`config.mk`:
```
export PLATFORM = sky130hd
export DESIGN_NAME = hamming_coded_ook_frame_sender_flat
export DESIGN_NICKNAME = d
export VERILOG_FILES = /design/src/hocs_pkg.sv /design/src/hocs_channels.sv /design/src/hocs_encoder.sv /design/src/hocs_tx_core.sv /design/src/hamming_coded_ook_frame_sender.sv /design/src/flat_wrapper.sv
export VERILOG_INCLUDE_DIRS = /design/src /design/src/src
export SDC_FILE = /design/constraint.sdc
export NUM_CORES = 1
export LEC_CHECK = 0
export ABC_AREA = 1
export BUFFER_PORTS_ARGS = -buffer_cell sky130_fd_sc_hd__buf_4
export CELL_PAD_IN_SITES_DETAIL_PLACEMENT = 1
export CELL_PAD_IN_SITES_GLOBAL_PLACEMENT = 1
export CORE_MARGIN = 2
export CORE_UTILIZATION = 51
export DETAILED_ROUTE_END_ITERATION = 10
export GPL_TIMING_DRIVEN = 0
export PLACE_DENSITY_LB_ADDON = 0.1
export SKIP_CTS_REPAIR_TIMING = 1
export SLEW_MARGIN = 10
export SYNTH_ARGS = -nofsm -noshare
export SYNTH_HDL_FRONTEND = slang
export SYNTH_SLANG_ARGS = --single-unit
```
`constraint.sdc`:
```
create_clock -name clock -period 3.2 [get_ports clock]
set_input_delay 0.16 -clock clock [delete_from_list [all_inputs] [get_ports clock]]
set_output_delay 0.16 -clock clock [all_outputs]
set_load 0.02 [all_outputs]
```
`src/hamming_coded_ook_frame_sender_defines.svh`:
```
// Assertion macros for the OOK frame sender RTL.
// Used by modules that check their own logic; no other dependencies.
`ifndef HAMMING_CODED_OOK_FRAME_SENDER_DEFINES_SVH
`define HAMMING_CODED_OOK_FRAME_SENDER_DEFINES_SVH
`ifndef SYNTH
`define HOCS_ASSERT(lbl, prop, msg) \
   lbl: assert property (@(posedge clock) disable iff (reset) prop) else $error(msg);
`define HOCS_ASSERT_ALWAYS(lbl, prop, msg) \
   lbl: assert property (@(posedge clock) prop) else $error(msg);
`else
`define HOCS_ASSERT(lbl, prop, msg)
`define HOCS_ASSERT_ALWAYS(lbl, prop, msg)
`endif
`endif

```
`src/hocs_pkg.sv`:
```
// Shared types, constants and the extended Hamming (16,8) coder function
// for the OOK frame sender. No dependencies.
package hocs_pkg;

   localparam int MaxWords     = 32;
   localparam int PreambleBits = 11;
   localparam int PatternW     = 11;
   localparam int WordW        = 16;

   localparam logic [PatternW-1:0] PatternReset = 11'b11100010010;

   localparam int WcntW   = $clog2(MaxWords + 1);
   localparam int IdxW    = (MaxWords > 1) ? $clog2(MaxWords) : 1;
   localparam int BitPosW = $clog2(MaxWords * WordW + 1);
   localparam int PrePosW = $clog2(PreambleBits + 1);
   localparam int CmpW    = WcntW + 4;

   localparam logic FuncLoad = 1'b0;
   localparam logic FuncTick = 1'b1;

   typedef enum logic [1:0] {
      PH_PREAMBLE = 2'd0,
      PH_PAYLOAD  = 2'd1,
      PH_DONE     = 2'd2
   } phase_type;

   typedef struct packed {
      logic        carrier_on;
      logic [1:0]  phase;
      logic [15:0] coded_word;
      logic        status;
   } rsp_type;

   typedef struct packed {
      logic fire;
      logic func;
   } step_type;

   localparam logic [3:0] DataPos [8] = '{4'd12, 4'd11, 4'd10, 4'd9,
                                          4'd7, 4'd6, 4'd5, 4'd3};

   // code position j lands on word bit 15-j
   function automatic logic [15:0] code_byte(input logic [7:0] b);
      logic [15:0] c;
      logic [15:0] w;
      logic        p;
      c = '0;
      w = '0;
      for (int i = 0; i < 8; i++) begin
         c[DataPos[i]] = b[i];
      end
      c[13] = 1'b0;
      c[14] = 1'b1;
      c[15] = 1'b0;
      for (int k = 0; k < 4; k++) begin
         p = 1'b0;
         for (int j = 3; j < 16; j++) begin
            if (((j & (1 << k)) != 0) && (j != (1 << k))) begin
               p = p ^ c[j];
            end
         end
         c[1 << k] = p;
      end
      c[0] = ^c[15:1];
      for (int j = 0; j < 16; j++) begin
         w[15-j] = c[j];
      end
      return w;
   endfunction

endpackage

```
`src/hocs_channels.sv`:
```
// Valid/ready channel interfaces for request and response beats.
// Depends on nothing.
interface hocs_req_if;
   logic       valid;
   logic       ready;
   logic       func;
   logic [7:0] data_byte;
   modport source (output valid, output func, output data_byte, input ready);
   modport sink   (input valid, input func, input data_byte, output ready);
endinterface

interface hocs_rsp_if;
   logic        valid;
   logic        ready;
   logic        carrier_on;
   logic [1:0]  phase;
   logic [15:0] coded_word;
   logic        status;
   modport source (output valid, output carrier_on, output phase,
                   output coded_word, output status, input ready);
   modport sink   (input valid, input carrier_on, input phase,
                   input coded_word, input status, output ready);
endinterface

```
`src/hocs_encoder.sv`:
```
// Extended Hamming (16,8) encoder, pure combinational.
// Depends on hocs_pkg.
module hocs_encoder
   import hocs_pkg::*;
(
   input  logic [7:0]  data_byte,
   output logic [15:0] coded_word
);

   assign coded_word = code_byte(data_byte);

endmodule

```
`src/hocs_tx_core.sv`:
```
// Word store, preamble/payload bit counters and result formation.
// Depends on hocs_pkg and hamming_coded_ook_frame_sender_defines.svh.
`include "hamming_coded_ook_frame_sender_defines.svh"
module hocs_tx_core
   import hocs_pkg::*;
(
   input  logic                clock,
   input  logic                reset,
   input  logic                csr_wr_en,
   input  logic [PatternW-1:0] csr_wr_data,
   input  step_type            step,
   input  logic [15:0]         coded_word,
   output rsp_type             result
);

   logic [PatternW-1:0] pattern_ff;
   logic [WcntW-1:0]    wcnt_ff, wcnt_in;
   logic [PrePosW-1:0]  pre_pos_ff, pre_pos_in;
   logic [BitPosW-1:0]  pay_pos_ff, pay_pos_in;
   logic [15:0]         store_ff [MaxWords];

   logic                full;
   logic                pre_busy;
   logic                pay_busy;
   logic                pay_busy_new;
   logic [WcntW-1:0]    wcnt_new;
   logic [3:0]          sh;
   logic [15:0]         pattern_ext;
   logic [15:0]         rd_word;
   logic                do_store;

   localparam logic [3:0] PreLast = 4'(PreambleBits - 1);

   assign full         = (wcnt_ff == WcntW'(MaxWords));
   assign wcnt_new     = full ? wcnt_ff : wcnt_ff + 1'b1;
   assign pre_busy     = (pre_pos_ff < PrePosW'(PreambleBits));
   assign pay_busy     = (CmpW'(pay_pos_ff) < {wcnt_ff, 4'b0000});
   assign pay_busy_new = (CmpW'(pay_pos_ff) < {wcnt_new, 4'b0000});
   assign sh           = PreLast - 4'(pre_pos_ff);
   assign pattern_ext  = 16'(pattern_ff);
   assign rd_word      = store_ff[pay_pos_ff[IdxW+3:4]];
   assign do_store     = step.fire && (step.func == FuncLoad) && !full;

   always_comb begin
      result     = '0;
      wcnt_in    = wcnt_ff;
      pre_pos_in = pre_pos_ff;
      pay_pos_in = pay_pos_ff;
      if (step.func == FuncLoad) begin
         result.coded_word = coded_word;
         result.status     = full;
         wcnt_in           = wcnt_new;
         if (pre_busy) begin
            result.phase = PH_PREAMBLE;
         end else if (pay_busy_new) begin
            result.phase = PH_PAYLOAD;
         end else begin
            result.phase = PH_DONE;
         end
      end else if (pre_busy) begin
         result.carrier_on = pattern_ext[sh];
         result.phase      = PH_PREAMBLE;
         pre_pos_in        = pre_pos_ff + 1'b1;
      end else if (pay_busy) begin
         result.carrier_on = rd_word[pay_pos_ff[3:0]];
         result.phase      = PH_PAYLOAD;
         pay_pos_in        = pay_pos_ff + 1'b1;
      end else begin
         result.phase = PH_DONE;
      end
   end

   always_ff @(posedge clock) begin
      if (reset) begin
         pattern_ff <= PatternReset;
         wcnt_ff    <= '0;
         pre_pos_ff <= '0;
         pay_pos_ff <= '0;
      end else begin
         if (csr_wr_en) begin
            pattern_ff <= csr_wr_data;
         end
         if (step.fire) begin
            wcnt_ff    <= wcnt_in;
            pre_pos_ff <= pre_pos_in;
            pay_pos_ff <= pay_pos_in;
         end
      end
   end

   always_ff @(posedge clock) begin
      if (do_store) begin
         store_ff[wcnt_ff[IdxW-1:0]] <= coded_word;
      end
   end

   `HOCS_ASSERT(a_wcnt_bound, wcnt_ff <= WcntW'(MaxWords), "word count past store depth")
   `HOCS_ASSERT(a_pre_bound, pre_pos_ff <= PrePosW'(PreambleBits), "preamble index overrun")
   `HOCS_ASSERT(a_pay_bound, CmpW'(pay_pos_ff) <= {wcnt_ff, 4'b0000}, "sent past stored bits")
   `HOCS_ASSERT(a_pay_hold, (step.fire && step.func == FuncTick && pre_busy) |=> pay_pos_ff == $past(pay_pos_ff), "payload moved in preamble")
   `HOCS_ASSERT(a_full_drop, (step.fire && step.func == FuncLoad && full) |=> wcnt_ff == $past(wcnt_ff), "dropped load changed count")

endmodule

```
`src/hamming_coded_ook_frame_sender.sv`:
```
// Top level of the Hamming-coded OOK frame sender: input register, coder,
// sender core and response register. Depends on hocs_pkg, hocs_channels,
// hocs_encoder and hocs_tx_core.
//
//   channel   dir  handshake          payload
//   req_bus   in   valid/ready        func, data_byte
//   rsp_bus   out  valid/ready        carrier_on, phase, coded_word, status
//   csr_*     in   csr_wr_en strobe   csr_wr_data (preamble pattern)
//
// One beat per cycle sustained while rsp_bus.ready stays high; a taken request
// moves through the input register, then the response register.
// The input register takes a request while a finished response waits on
// rsp_bus.ready only if it is empty; otherwise it holds its beat.
// Synchronous active-high reset clears counters and valids and restores the
// default preamble pattern; the word store is not cleared.
module hamming_coded_ook_frame_sender
   import hocs_pkg::*;
(
   input  logic                clock,
   input  logic                reset,
   input  logic                csr_wr_en,
   input  logic [PatternW-1:0] csr_wr_data,
   hocs_req_if.sink            req_bus,
   hocs_rsp_if.source          rsp_bus
);

   logic        s0_valid_ff, s0_valid_in;
   logic        s0_func_ff;
   logic [7:0]  s0_byte_ff;
   logic        out_valid_ff, out_valid_in;
   rsp_type     out_ff;
   rsp_type     result;
   logic [15:0] coded;
   logic        adv;
   logic        take;
   step_type    step;

   assign adv           = s0_valid_ff && (!out_valid_ff || rsp_bus.ready);
   assign req_bus.ready = !s0_valid_ff || adv;
   assign take          = req_bus.valid && req_bus.ready;
   assign s0_valid_in   = take || (s0_valid_ff && !adv);
   assign out_valid_in  = adv || (out_valid_ff && !rsp_bus.ready);
   assign step.fire     = adv;
   assign step.func     = s0_func_ff;

   hocs_encoder u_encoder (
      .data_byte  (s0_byte_ff),
      .coded_word (coded)
   );

   hocs_tx_core u_core (
      .clock       (clock),
      .reset       (reset),
      .csr_wr_en   (csr_wr_en),
      .csr_wr_data (csr_wr_data),
      .step        (step),
      .coded_word  (coded),
      .result      (result)
   );

   always_ff @(posedge clock) begin
      if (reset) begin
         s0_valid_ff  <= 1'b0;
         out_valid_ff <= 1'b0;
      end else begin
         s0_valid_ff  <= s0_valid_in;
         out_valid_ff <= out_valid_in;
      end
   end

   always_ff @(posedge clock) begin
      if (take) begin
         s0_func_ff <= req_bus.func;
         s0_byte_ff <= req_bus.data_byte;
      end
      if (adv) begin
         out_ff <= result;
      end
   end

   assign rsp_bus.valid      = out_valid_ff;
   assign rsp_bus.carrier_on = out_ff.carrier_on;
   assign rsp_bus.phase      = out_ff.phase;
   assign rsp_bus.coded_word = out_ff.coded_word;
   assign rsp_bus.status     = out_ff.status;

endmodule

```
`src/flat_wrapper.sv`:
```
// flat-port wrapper written by rule: the top's interface ports become plain ports
module hamming_coded_ook_frame_sender_flat import hocs_pkg::*;
  (clock, reset, csr_wr_en, csr_wr_data, req_bus_valid, req_bus_func, req_bus_data_byte, req_bus_ready, rsp_bus_valid, rsp_bus_carrier_on, rsp_bus_phase, rsp_bus_coded_word, rsp_bus_status, rsp_bus_ready);
  hocs_req_if req_bus_i ();
  hocs_rsp_if rsp_bus_i ();
  input  logic clock;
  input  logic reset;
  input  logic csr_wr_en;
  input  logic [PatternW-1:0] csr_wr_data;
  input wire logic [$bits(req_bus_i.valid)-1:0] req_bus_valid;
  input wire logic [$bits(req_bus_i.func)-1:0] req_bus_func;
  input wire logic [$bits(req_bus_i.data_byte)-1:0] req_bus_data_byte;
  output wire logic [$bits(req_bus_i.ready)-1:0] req_bus_ready;
  output wire logic [$bits(rsp_bus_i.valid)-1:0] rsp_bus_valid;
  output wire logic [$bits(rsp_bus_i.carrier_on)-1:0] rsp_bus_carrier_on;
  output wire logic [$bits(rsp_bus_i.phase)-1:0] rsp_bus_phase;
  output wire logic [$bits(rsp_bus_i.coded_word)-1:0] rsp_bus_coded_word;
  output wire logic [$bits(rsp_bus_i.status)-1:0] rsp_bus_status;
  input wire logic [$bits(rsp_bus_i.ready)-1:0] rsp_bus_ready;
  assign req_bus_i.valid = req_bus_valid;
  assign req_bus_i.func = req_bus_func;
  assign req_bus_i.data_byte = req_bus_data_byte;
  assign req_bus_ready = req_bus_i.ready;
  assign rsp_bus_valid = rsp_bus_i.valid;
  assign rsp_bus_carrier_on = rsp_bus_i.carrier_on;
  assign rsp_bus_phase = rsp_bus_i.phase;
  assign rsp_bus_coded_word = rsp_bus_i.coded_word;
  assign rsp_bus_status = rsp_bus_i.status;
  assign rsp_bus_i.ready = rsp_bus_ready;
  hamming_coded_ook_frame_sender u_core (.clock(clock), .reset(reset), .csr_wr_en(csr_wr_en), .csr_wr_data(csr_wr_data), .req_bus(req_bus_i), .rsp_bus(rsp_bus_i));
endmodule
```
# Word-level counts from Yosys, hierarchy flattened
# Memory sizes are Yosys's and may differ from the RTL's. A register that Yosys moved wholly into a read port is not among the register bits.
# Index checks and enable logic that the tools add are counted.
# word_totals
regBits,62
ramBits,416
n_memories,1
wordCells,78
# op_classes
mux,16
n_eq_ne,1
add_sub_neg,4
n_lt_le_gt_ge,5
reduce_logical,19
n_bitwise,19
# mem_list
memory,words,word_bits,read_ports,rd_ports_with_merged_regs,write_ports,line,source
u_core.u_core.store_ff,32,13,1,1,1,hocs_tx_core.sv:20,logic [15:0] store_ff [MaxWords];
# op_table
cell,n
$lt A10 B10 Y1,2
$reduce_xor A15 Y1,1
$xor A1 B1 Y1,14
$add A10 B1 Y10 const B,1
$lt A4 B5 Y1 const B,2
$mux W5,2
$bmux W1 S4,2
$mux W2,4
$add A6 B1 Y6 const B,1
$eq A6 B6 Y1 const B,1
$logic_and A1 B1 Y1,6
$mux W3,2
$mux W6,1
$logic_not A1 Y1,5
$mux W1,5
$not A1 Y1,5
$add A4 B1 Y4 const B,1
$logic_or A1 B1 Y1,4
$lt A4 B4 Y1 const B,1
$reduce_and A4 Y1,1
$sub A4 B4 Y4 const A,1
$reduce_and A3 Y1,1
$reduce_and A2 Y1,1

# Longest topological paths before layout
# Gate-level depths: netlist of run 1.
# depth
word_depth,7
ltp_mapped,18
ltp_nobuf,15

# Modules after synthesis
# From an unflattened synthesis of run 1, not the netlist that was laid out.
# hier_totals
hier_cells,2088
area_unflattened_um2,24109.4
# modules_own_cells
module,cells_each,area_each_um2,seq_area_each_um2,instances
hocs_tx_core,1993,22823.1,16095.4,1
hamming_coded_ook_frame_sender,41,962.2,910.9,1
hocs_encoder,54,324.1,0.0,1

# Least setup slack after synthesis of run 1
# OpenSTA, ideal clock, no wires.
# synth_path
path_kind,register -> register
startpoint,reg u_core.s0_byte_ff[4]
endpoint,"mem u_core.u_core.store_ff[0][12] (netlist bit), data pin"
path_slack_ps,843
arrival_ps,2016
path_stages_with_launch,7
setup_ps,341
path_cell_list,edfxtp_1 > xor2_1 > xnor2_1 > xor2_1 > xnor2_1 > xor2_1 > inv_1
# synth_between
elab_chain_len,5
word_cells_on_any_way,11
cone_classes,bitwise: 10; reduce/logical: 1
# synth_rtl
item,line,source
start: declaration,hamming_coded_ook_frame_sender.sv:29,logic [7:0] s0_byte_ff;
start signal: assignment,hamming_coded_ook_frame_sender.sv:74,s0_byte_ff <= req_bus.data_byte;
$xor A1 B1 Y1 (3 in series),hocs_pkg.sv:59,p = p ^ c[j];
$not A1 Y1 (no source line),-,
$reduce_xor A15 Y1 (*),hocs_pkg.sv:64,c[0] = ^c[15:1];
net u_core.coded[15],hamming_coded_ook_frame_sender.sv:33,logic [15:0] coded;
end: declaration,hocs_tx_core.sv:20,
# Mark *: on every way through the listed nets, which the timed path passes. The rest lies on a longest branch.

# Worst setup path in the final report of run 1
# layout_path
startpoint,reg u_core.u_core.wcnt_ff[0]
endpoint,mem u_core.u_core.store_ff[14][11] (netlist bit) (enable)
# layout_between
elab_chain_len,5
# layout_rtl
item,line,source
start: declaration,hocs_tx_core.sv:17,"logic [WcntW-1:0] wcnt_ff, wcnt_in;"
start signal: assignment,hocs_tx_core.sv:84,wcnt_ff <= wcnt_in;
$eq A6 B6 Y1,hocs_tx_core.sv:34,assign full = (wcnt_ff == WcntW'(MaxWords));
$logic_not A1 Y1,hocs_tx_core.sv:42,assign do_store = step.fire && (step.func == FuncLoad) && !full;
$logic_and A1 B1 Y1,hocs_tx_core.sv:42,
$mux W1,hocs_tx_core.sv:92,if (do_store) begin
$mux W1 (implied by the code),hocs_tx_core.sv:93,store_ff[wcnt_ff[IdxW-1:0]] <= coded_word;
# Parallel ways exist; a longest one is shown, timed or not.

==> reports/qor.csv, run 1 <==
metric,value,unit
grt_pass1_vias,15740,
tightest_slew,1.332,ns
ys_warn_count,0,
portBuffers,43,
multiInputGateArea,5274,um^2
crit_type,reg -> reg,
coreArea,38740,um^2
root_buffer,clkbuf_16,
cp.depth,8,
grt_pass1_wl,101.9,mm
cts_tree,done,
syn_area,20080,um^2
cp-end-kind,flop,
path_clk_slew,0.06,ns
worst-path-buf-inv,3,
path_cells,"inv_1, ha_1, nand4_1, nand2_1, inv_1, nand2_1, nor2_2, buf_8",
cts_buffer_depth,3,
finClkSkew,0.01050,ns
final_util,0.6120,
worstHoldPathType,in -> reg,
critical-path-top-delay-family,simple AND/OR/NAND/NOR gates,
grt_max_degree,36,
min_period,3.203,ns
maxSlewHeadroom,0.1120,
die_x,202.4,um
cts-htree-levels,2,
wl_per_cell,28.77,um
synth_edf_count,443,
vias,15200,
finalSetupViolCount,3,
regArea,14060,um^2
drcViolationCount,0,
initial_core_util,0.5182,
peakVddDrop,0.0004627,V
routed_wl,71.21,mm
die_h,202.4,um
cap_viol_max_count,0,
rsz0062_at_grt,yes,
worstSkewPairLatency,0.60,ns
r2r_setup_slack,-0.003,ns
first_pass_iters,5,
gr-total-overflow,0,
dp.cells,2346,
ys_types,36,
nFillCells,3996,
cts_made_buffers,49,
pin_count,47,
num_antenna_cells,0,
violations,"hold timing, setup timing",
rows,72,
min_period_over_period,1.001,
r2r_start,u_core.u_core.wcnt_ff[0]$_SDFFE_PP0P_,
cp_slowest_cell,nor2_2,
drive_above_1_share,0.1395,
crit_arrival,3.51,ns
syn_avg_cell_area,11.39,um^2
via_per_inst,6.140,
final_common_cell,nand2_1,
fmax,312.2,MHz
nNetsFinal,1958,
critPathCapture,u_core.u_core.store_ff[14][11]$_DFFE_PP_,
drt_iter0_markers,1681,
ys.flop_type,edfxtp_1,
p_leak,8.736,nW
ys_seq_elements,481,
final_cell_mix,"506 x nand2_1, 443 x edfxtp_1, 338 x nand3_1",
antenna_found_initial,0,
place_ws,-0.6315,ns
required,3.51,ns
clkSinkCount,481,
startpoint_type,flop,
p_per_area,590.8,nW/um^2
stdcell_count,2475,
gp_congestion,0.8341,
worst_hold_slack,-0.07311,ns
area_growth_syn_to_layout,18.08,%
ys_seq_area_frac,0.7005,
ant_nets,0,
critPathMaxStageDelay,0.81,ns
setup_slack,-0.003043,ns
drv_slew,0,
hold_viol,1,
worstRegToRegCells,8,
hpwlAfterDp,44.36,mm
async_flop_share,0,
netlist_instances,1763,
crit_fanout,8,
reg2reg_to,u_core.u_core.store_ff[14][11]$_DFFE_PP_,
grt_usage,0.3440,
dieArea,40970,um^2
crit_start,u_core.u_core.wcnt_ff[0]$_SDFFE_PP0P_,
status,"complete, but fails checks",
[through the flow]
| step | total power [mW] | setup TNS, ns | instance area, um^2 |
|---|---|---|---|
| 2_1_floorplan | 7.585 | 0 | 20080 |
| 3_3_place_gp | 7.821 | -246.40 | 21050 |
| 3_5_place_dp | 7.879 | -20.60 | 21590 |
| 4_1_cts | 13.91 | -32.36 | 23290 |
| 5_1_grt | 14.27 | -1.749 | 23710 |
| 6_report | 14.00 | -0.007663 | 23710 |
[where the power goes]
| group | switching (mW) | total (mW) | internal [mW] |
|---|---|---|---|
| logic | 0.517 | 0.707 | 0.189 |
| registers | 0.0492 | 7.16 | 7.11 |
| clock network | 2.51 | 6.14 | 3.62 |
| total | 3.08 | 14.0 | 10.9 |
[worst min path at each step]
| stage | start | end | slack (ns) | depth (start not counted) |
|---|---|---|---|---|
| finish | csr_wr_en | u_core.u_core.pattern_ff[7]$_SDFFE_PP0P_ | -0.07 | 4 |
| detailed placement | req_bus_data_byte[0] | u_core.s0_byte_ff[0]$_DFFE_PP_ | 0.34 | 1 |
| floorplan | req_bus_data_byte[0] | u_core.s0_byte_ff[0]$_DFFE_PP_ | 0.26 | 0 |
| CTS | req_bus_func | u_core.s0_func_ff$_DFFE_PP_ | -0.29 | 1 |
| global route | csr_wr_en | u_core.u_core.pattern_ff[7]$_SDFFE_PP0P_ | 0.01 | 4 |
| global placement | req_bus_func | u_core.s0_func_ff$_DFFE_PP_ | 0.34 | 1 |
[per-layer routing]
layer	wire length, um	vias to the layer above	GRT usage	share of wire
met5	0	-	0	0
met4	3813	0	0.1723	0.054
met3	6604	192	0.06482	0.093
met2	33980	872	0.5568	0.48
met1	26810	7689	0.4471	0.38
li1	-	6444	-	-
[worst min-delay path: stages]
cell and delay [ns]:
buf_4 0.09, inv_1 0.04, o21ai_0 0.13, a21oi_1 0.05
[cell type report]
class                      instances  area share
buffer                           102     0.02855
clock buffer                      56     0.05463
clock inverter                    36     0.01689
timing repair buffer             100     0.04555
timing repair inverter             1   0.0003167
tap                              518     0.02734
sequential                       481      0.5933
multi-input combinational       1114      0.2225
inverter                          67     0.01098
[cell families (layout without fill, tap and decap cells)]
group,count (synthesis),in the layout,synth area share
AO/OA/AOI/OAI,119,119,0.03216
flip-flops,481,481,0.7005
adder cells (fa/ha/maj),17,17,0.01060
AND/OR/NAND/NOR,955,955,0.2009
buffers and inverters,169,362,0.04649
other,1,2,0.0001868
XOR/XNOR,21,21,0.009162
[state kept, by name (all words and copies together), names as in the netlist, named ones only]
signal / count
u_core.rsp_bus.carrier_on: 1
u_core.rsp_bus.coded_word: 14
u_core.rsp_bus.phase: 2
u_core.rsp_bus.status: 1
u_core.rsp_bus.valid: 1
u_core.s0_byte_ff: 8
u_core.s0_func_ff: 1
u_core.s0_valid_ff: 1
u_core.u_core.pattern_ff: 11
u_core.u_core.pay_pos_ff: 10
u_core.u_core.pre_pos_ff: 4
u_core.u_core.store_ff: 416
u_core.u_core.wcnt_ff: 6
[cells in the mapped netlist, types with 2 or more instances]
cell type | instances | area [um^2]
dfxtp_1 | 38 | 760.7
o21ai_0 | 41 | 205.2
inv_1 | 63 | 236.5
edfxtp_1 | 443 | 13300
buf_4 | 17 | 127.6
nand4_1 | 4 | 25.02
buf_8 | 2 | 30.03
buf_6 | 21 | 236.5
a21oi_1 | 55 | 275.3
xnor2_1 | 7 | 61.31
nor2_1 | 101 | 379.1
ha_1 | 17 | 212.7
nor3_1 | 3 | 15.01
o211ai_1 | 4 | 30.03
inv_2 | 2 | 7.510
o31ai_1 | 7 | 52.55
o21ai_1 | 6 | 30.03
buf_2 | 39 | 195.2
buf_1 | 6 | 22.52
xor2_1 | 14 | 122.6
nand3_1 | 338 | 1692
nand2_1 | 506 | 1899
clkbuf_1 | 16 | 60.06
(Power assumes the default switching activity.)
==> run 2, diff against run 1 <==
ABC_CLOCK_PERIOD_IN_PS = 3200   (was not set)
CTS_BUF_LIST = sky130_fd_sc_hd__clkbuf_4 sky130_fd_sc_hd__clkbuf_8 sky130_fd_sc_hd__clkbuf_16   (was not set)
REMOVE_ABC_BUFFERS = 1   (was not set)
==> reports/qor.csv, run 2 (same netlist as run 1, synthesis figures left out) <==
metric,value,unit
drv_slew,0,
grt_pass1_wl,83.39,mm
antenna_found_initial,0,
final_util,0.6108,
clkSinkCount,481,
required,3.43,ns
root_buffer,clkbuf_16,
min_period,3.145,ns
cts_made_buffers,51,
rsz0062_at_grt,yes,
nFillCells,3896,
cap_viol_max_count,0,
r2r_setup_slack,0.05,ns
peakVddDrop,0.0004171,V
maxSlewHeadroom,0.1437,
die_h,202.4,um
met1_length,25.17,mm
gp_congestion,0.8062,
regArea,14080,um^2
vias,14030,
worstHoldPathType,in -> reg,
topRoutingLayerUsed,met4,
grt_usage,0.2713,
met2WireLength,29.20,mm
cp_slowest_cell,edfxtp_1,
ant_nets,0,
pwr-share-clk,0.428,
crit_arrival,3.37,ns
gr-total-overflow,0,
status,"complete, no violations",
total_power,13.95,mW
hold_viol,0,
wl_per_cell,25.01,um
p_per_area,589.7,nW/um^2
hpwlAfterDp,31.92,mm
initial_core_util,0.5182,
crit_type,reg -> reg,
drt_iter0_markers,1134,
path_cells,"nor2_2, nand2_1, inv_1, nand2_1, nor2_4",
cp-end-kind,flop,
final_cell_mix,"506 x nand2_1, 443 x edfxtp_1, 338 x nand3_1",
critPathMaxStageDelay,0.68,ns
place_area,20930,um^2
seqPwrFrac,0.513,
min_period_over_period,0.9829,
startpoint_type,flop,
swShare,0.2213,
nNetsFinal,1891,
tightest_slew,1.283,ns
p_int,10.86,mW
portBuffers,44,
dieArea,40970,um^2
via_per_inst,5.826,
cts_buffer_depth,3,
area_growth_syn_to_layout,17.86,%
grt_pass1_vias,14150,
final_area,23660,um^2
cts-htree-levels,2,
drcViolationCount,0,
grt_max_degree,137,
die_x,202.4,um
crit_fanout,18,
path_clk_slew,0.06,ns
coreArea,38740,um^2
comb_power_share,0.058,
p_leak,8.595,nW
pin_count,47,
drive_above_1_share,0.1206,
first_pass_iters,7,
worstSkewPairLatency,0.60,ns
crit_path_frequent_cell,nand2_1,
routed_wl,60.23,mm
fmax,318.0,MHz
wl_met3,3.518,mm
finClkSkew,0.01667,ns
num_antenna_cells,0,
netSwitchingPower,3.088,mW
finalSetupViolCount,0,
multiInputGateArea,5314,um^2
rows,72,
final_common_cell,nand2_1,
largest_reg_flops,416,
cts_tree,done,
==> run 2: cell types whose count changed in the layout (fill, tap and decap cells not counted), moves of 7 or more <==
cell | before | now
nor2_4 | 15 | 24
dlygate4sd3_1 | 24 | 35
buf_12 | 1 | 18
buf_4 | 66 | 55
buf_16 | 5 | 12
buf_2 | 39 | 0
clkbuf_4 | 0 | 15
clkbuf_1 | 21 | 0
nor2_2 | 17 | 9
buf_8 | 19 | 10
buf_6 | 24 | 2
==> run 2: final cells by class <==
type / count / share of cell area
flip-flops and latches: 481 / 0.5949
multi-input cells: 1114 / 0.2246
repair buffers: 133 / 0.06980
clock buffers: 71 / 0.06256
well taps: 518 / 0.02739
inverters: 67 / 0.01190
clock inverters: 23 / 0.008566
repair inverters: 1 / 0.0003173
==> run 2: path summary, 6_finish.rpt <==
check / startpoint / endpoint / cells after the start
hold reg to reg: u_core.u_core.pattern_ff[7]$_SDFFE_PP0P_ / u_core.u_core.pattern_ff[7]$_SDFFE_PP0P_ / 2
setup reg to reg: u_core.s0_func_ff$_DFFE_PP_ / u_core.u_core.store_ff[6][5]$_DFFE_PP_ / 5
hold / removal: csr_wr_en / u_core.u_core.pattern_ff[7]$_SDFFE_PP0P_ / 3
setup / recovery: u_core.s0_func_ff$_DFFE_PP_ / u_core.u_core.store_ff[6][5]$_DFFE_PP_ / 5
==> run 2: power groups by stage <==
stage / clock network, mW / logic, mW / registers (mW)
2_1_floorplan: 0 / 0.261 / 7.31
3_3_place_gp: 0 / 0.505 / 7.35
3_5_place_dp: 0 / 0.614 / 7.32
4_1_cts: 6.02 / 0.617 / 7.19
5_1_grt: 6.24 / 0.865 / 7.17
6_report: 5.98 / 0.812 / 7.16
==> run 2: stage by stage <==
stage	hold WS [ns]	setup WS [ns]	setup TNS (ns)	std cells
floorplan	0.2291	-3.276	-3.276	1662
global placement	0.3382	-8.791	-183.81	2224
detailed placement	0.3396	-0.5062	-41.27	2244
CTS	-0.2727	-0.5277	-55.54	2338
global route	0.1343	-0.1653	-11.40	2408
finish	0.08885	0.05485	0	2408
==> run 2: critical path: cells and delay by family, from the launching register on <==
kind | cells | cell delay, ns
buffers and inverters | 1 | 0.17
AND/OR/NAND/NOR | 4 | 1.92
flip-flops | 1 | 0.68
==> run 2: per-layer routing <==
layer | GRT usage | up-vias
met1 | 0.3695 | 7145
li1 | - | 6314
met2 | 0.4364 | 464
met5 | 0 | -
met3 | 0.04692 | 107
met4 | 0.1087 | 0
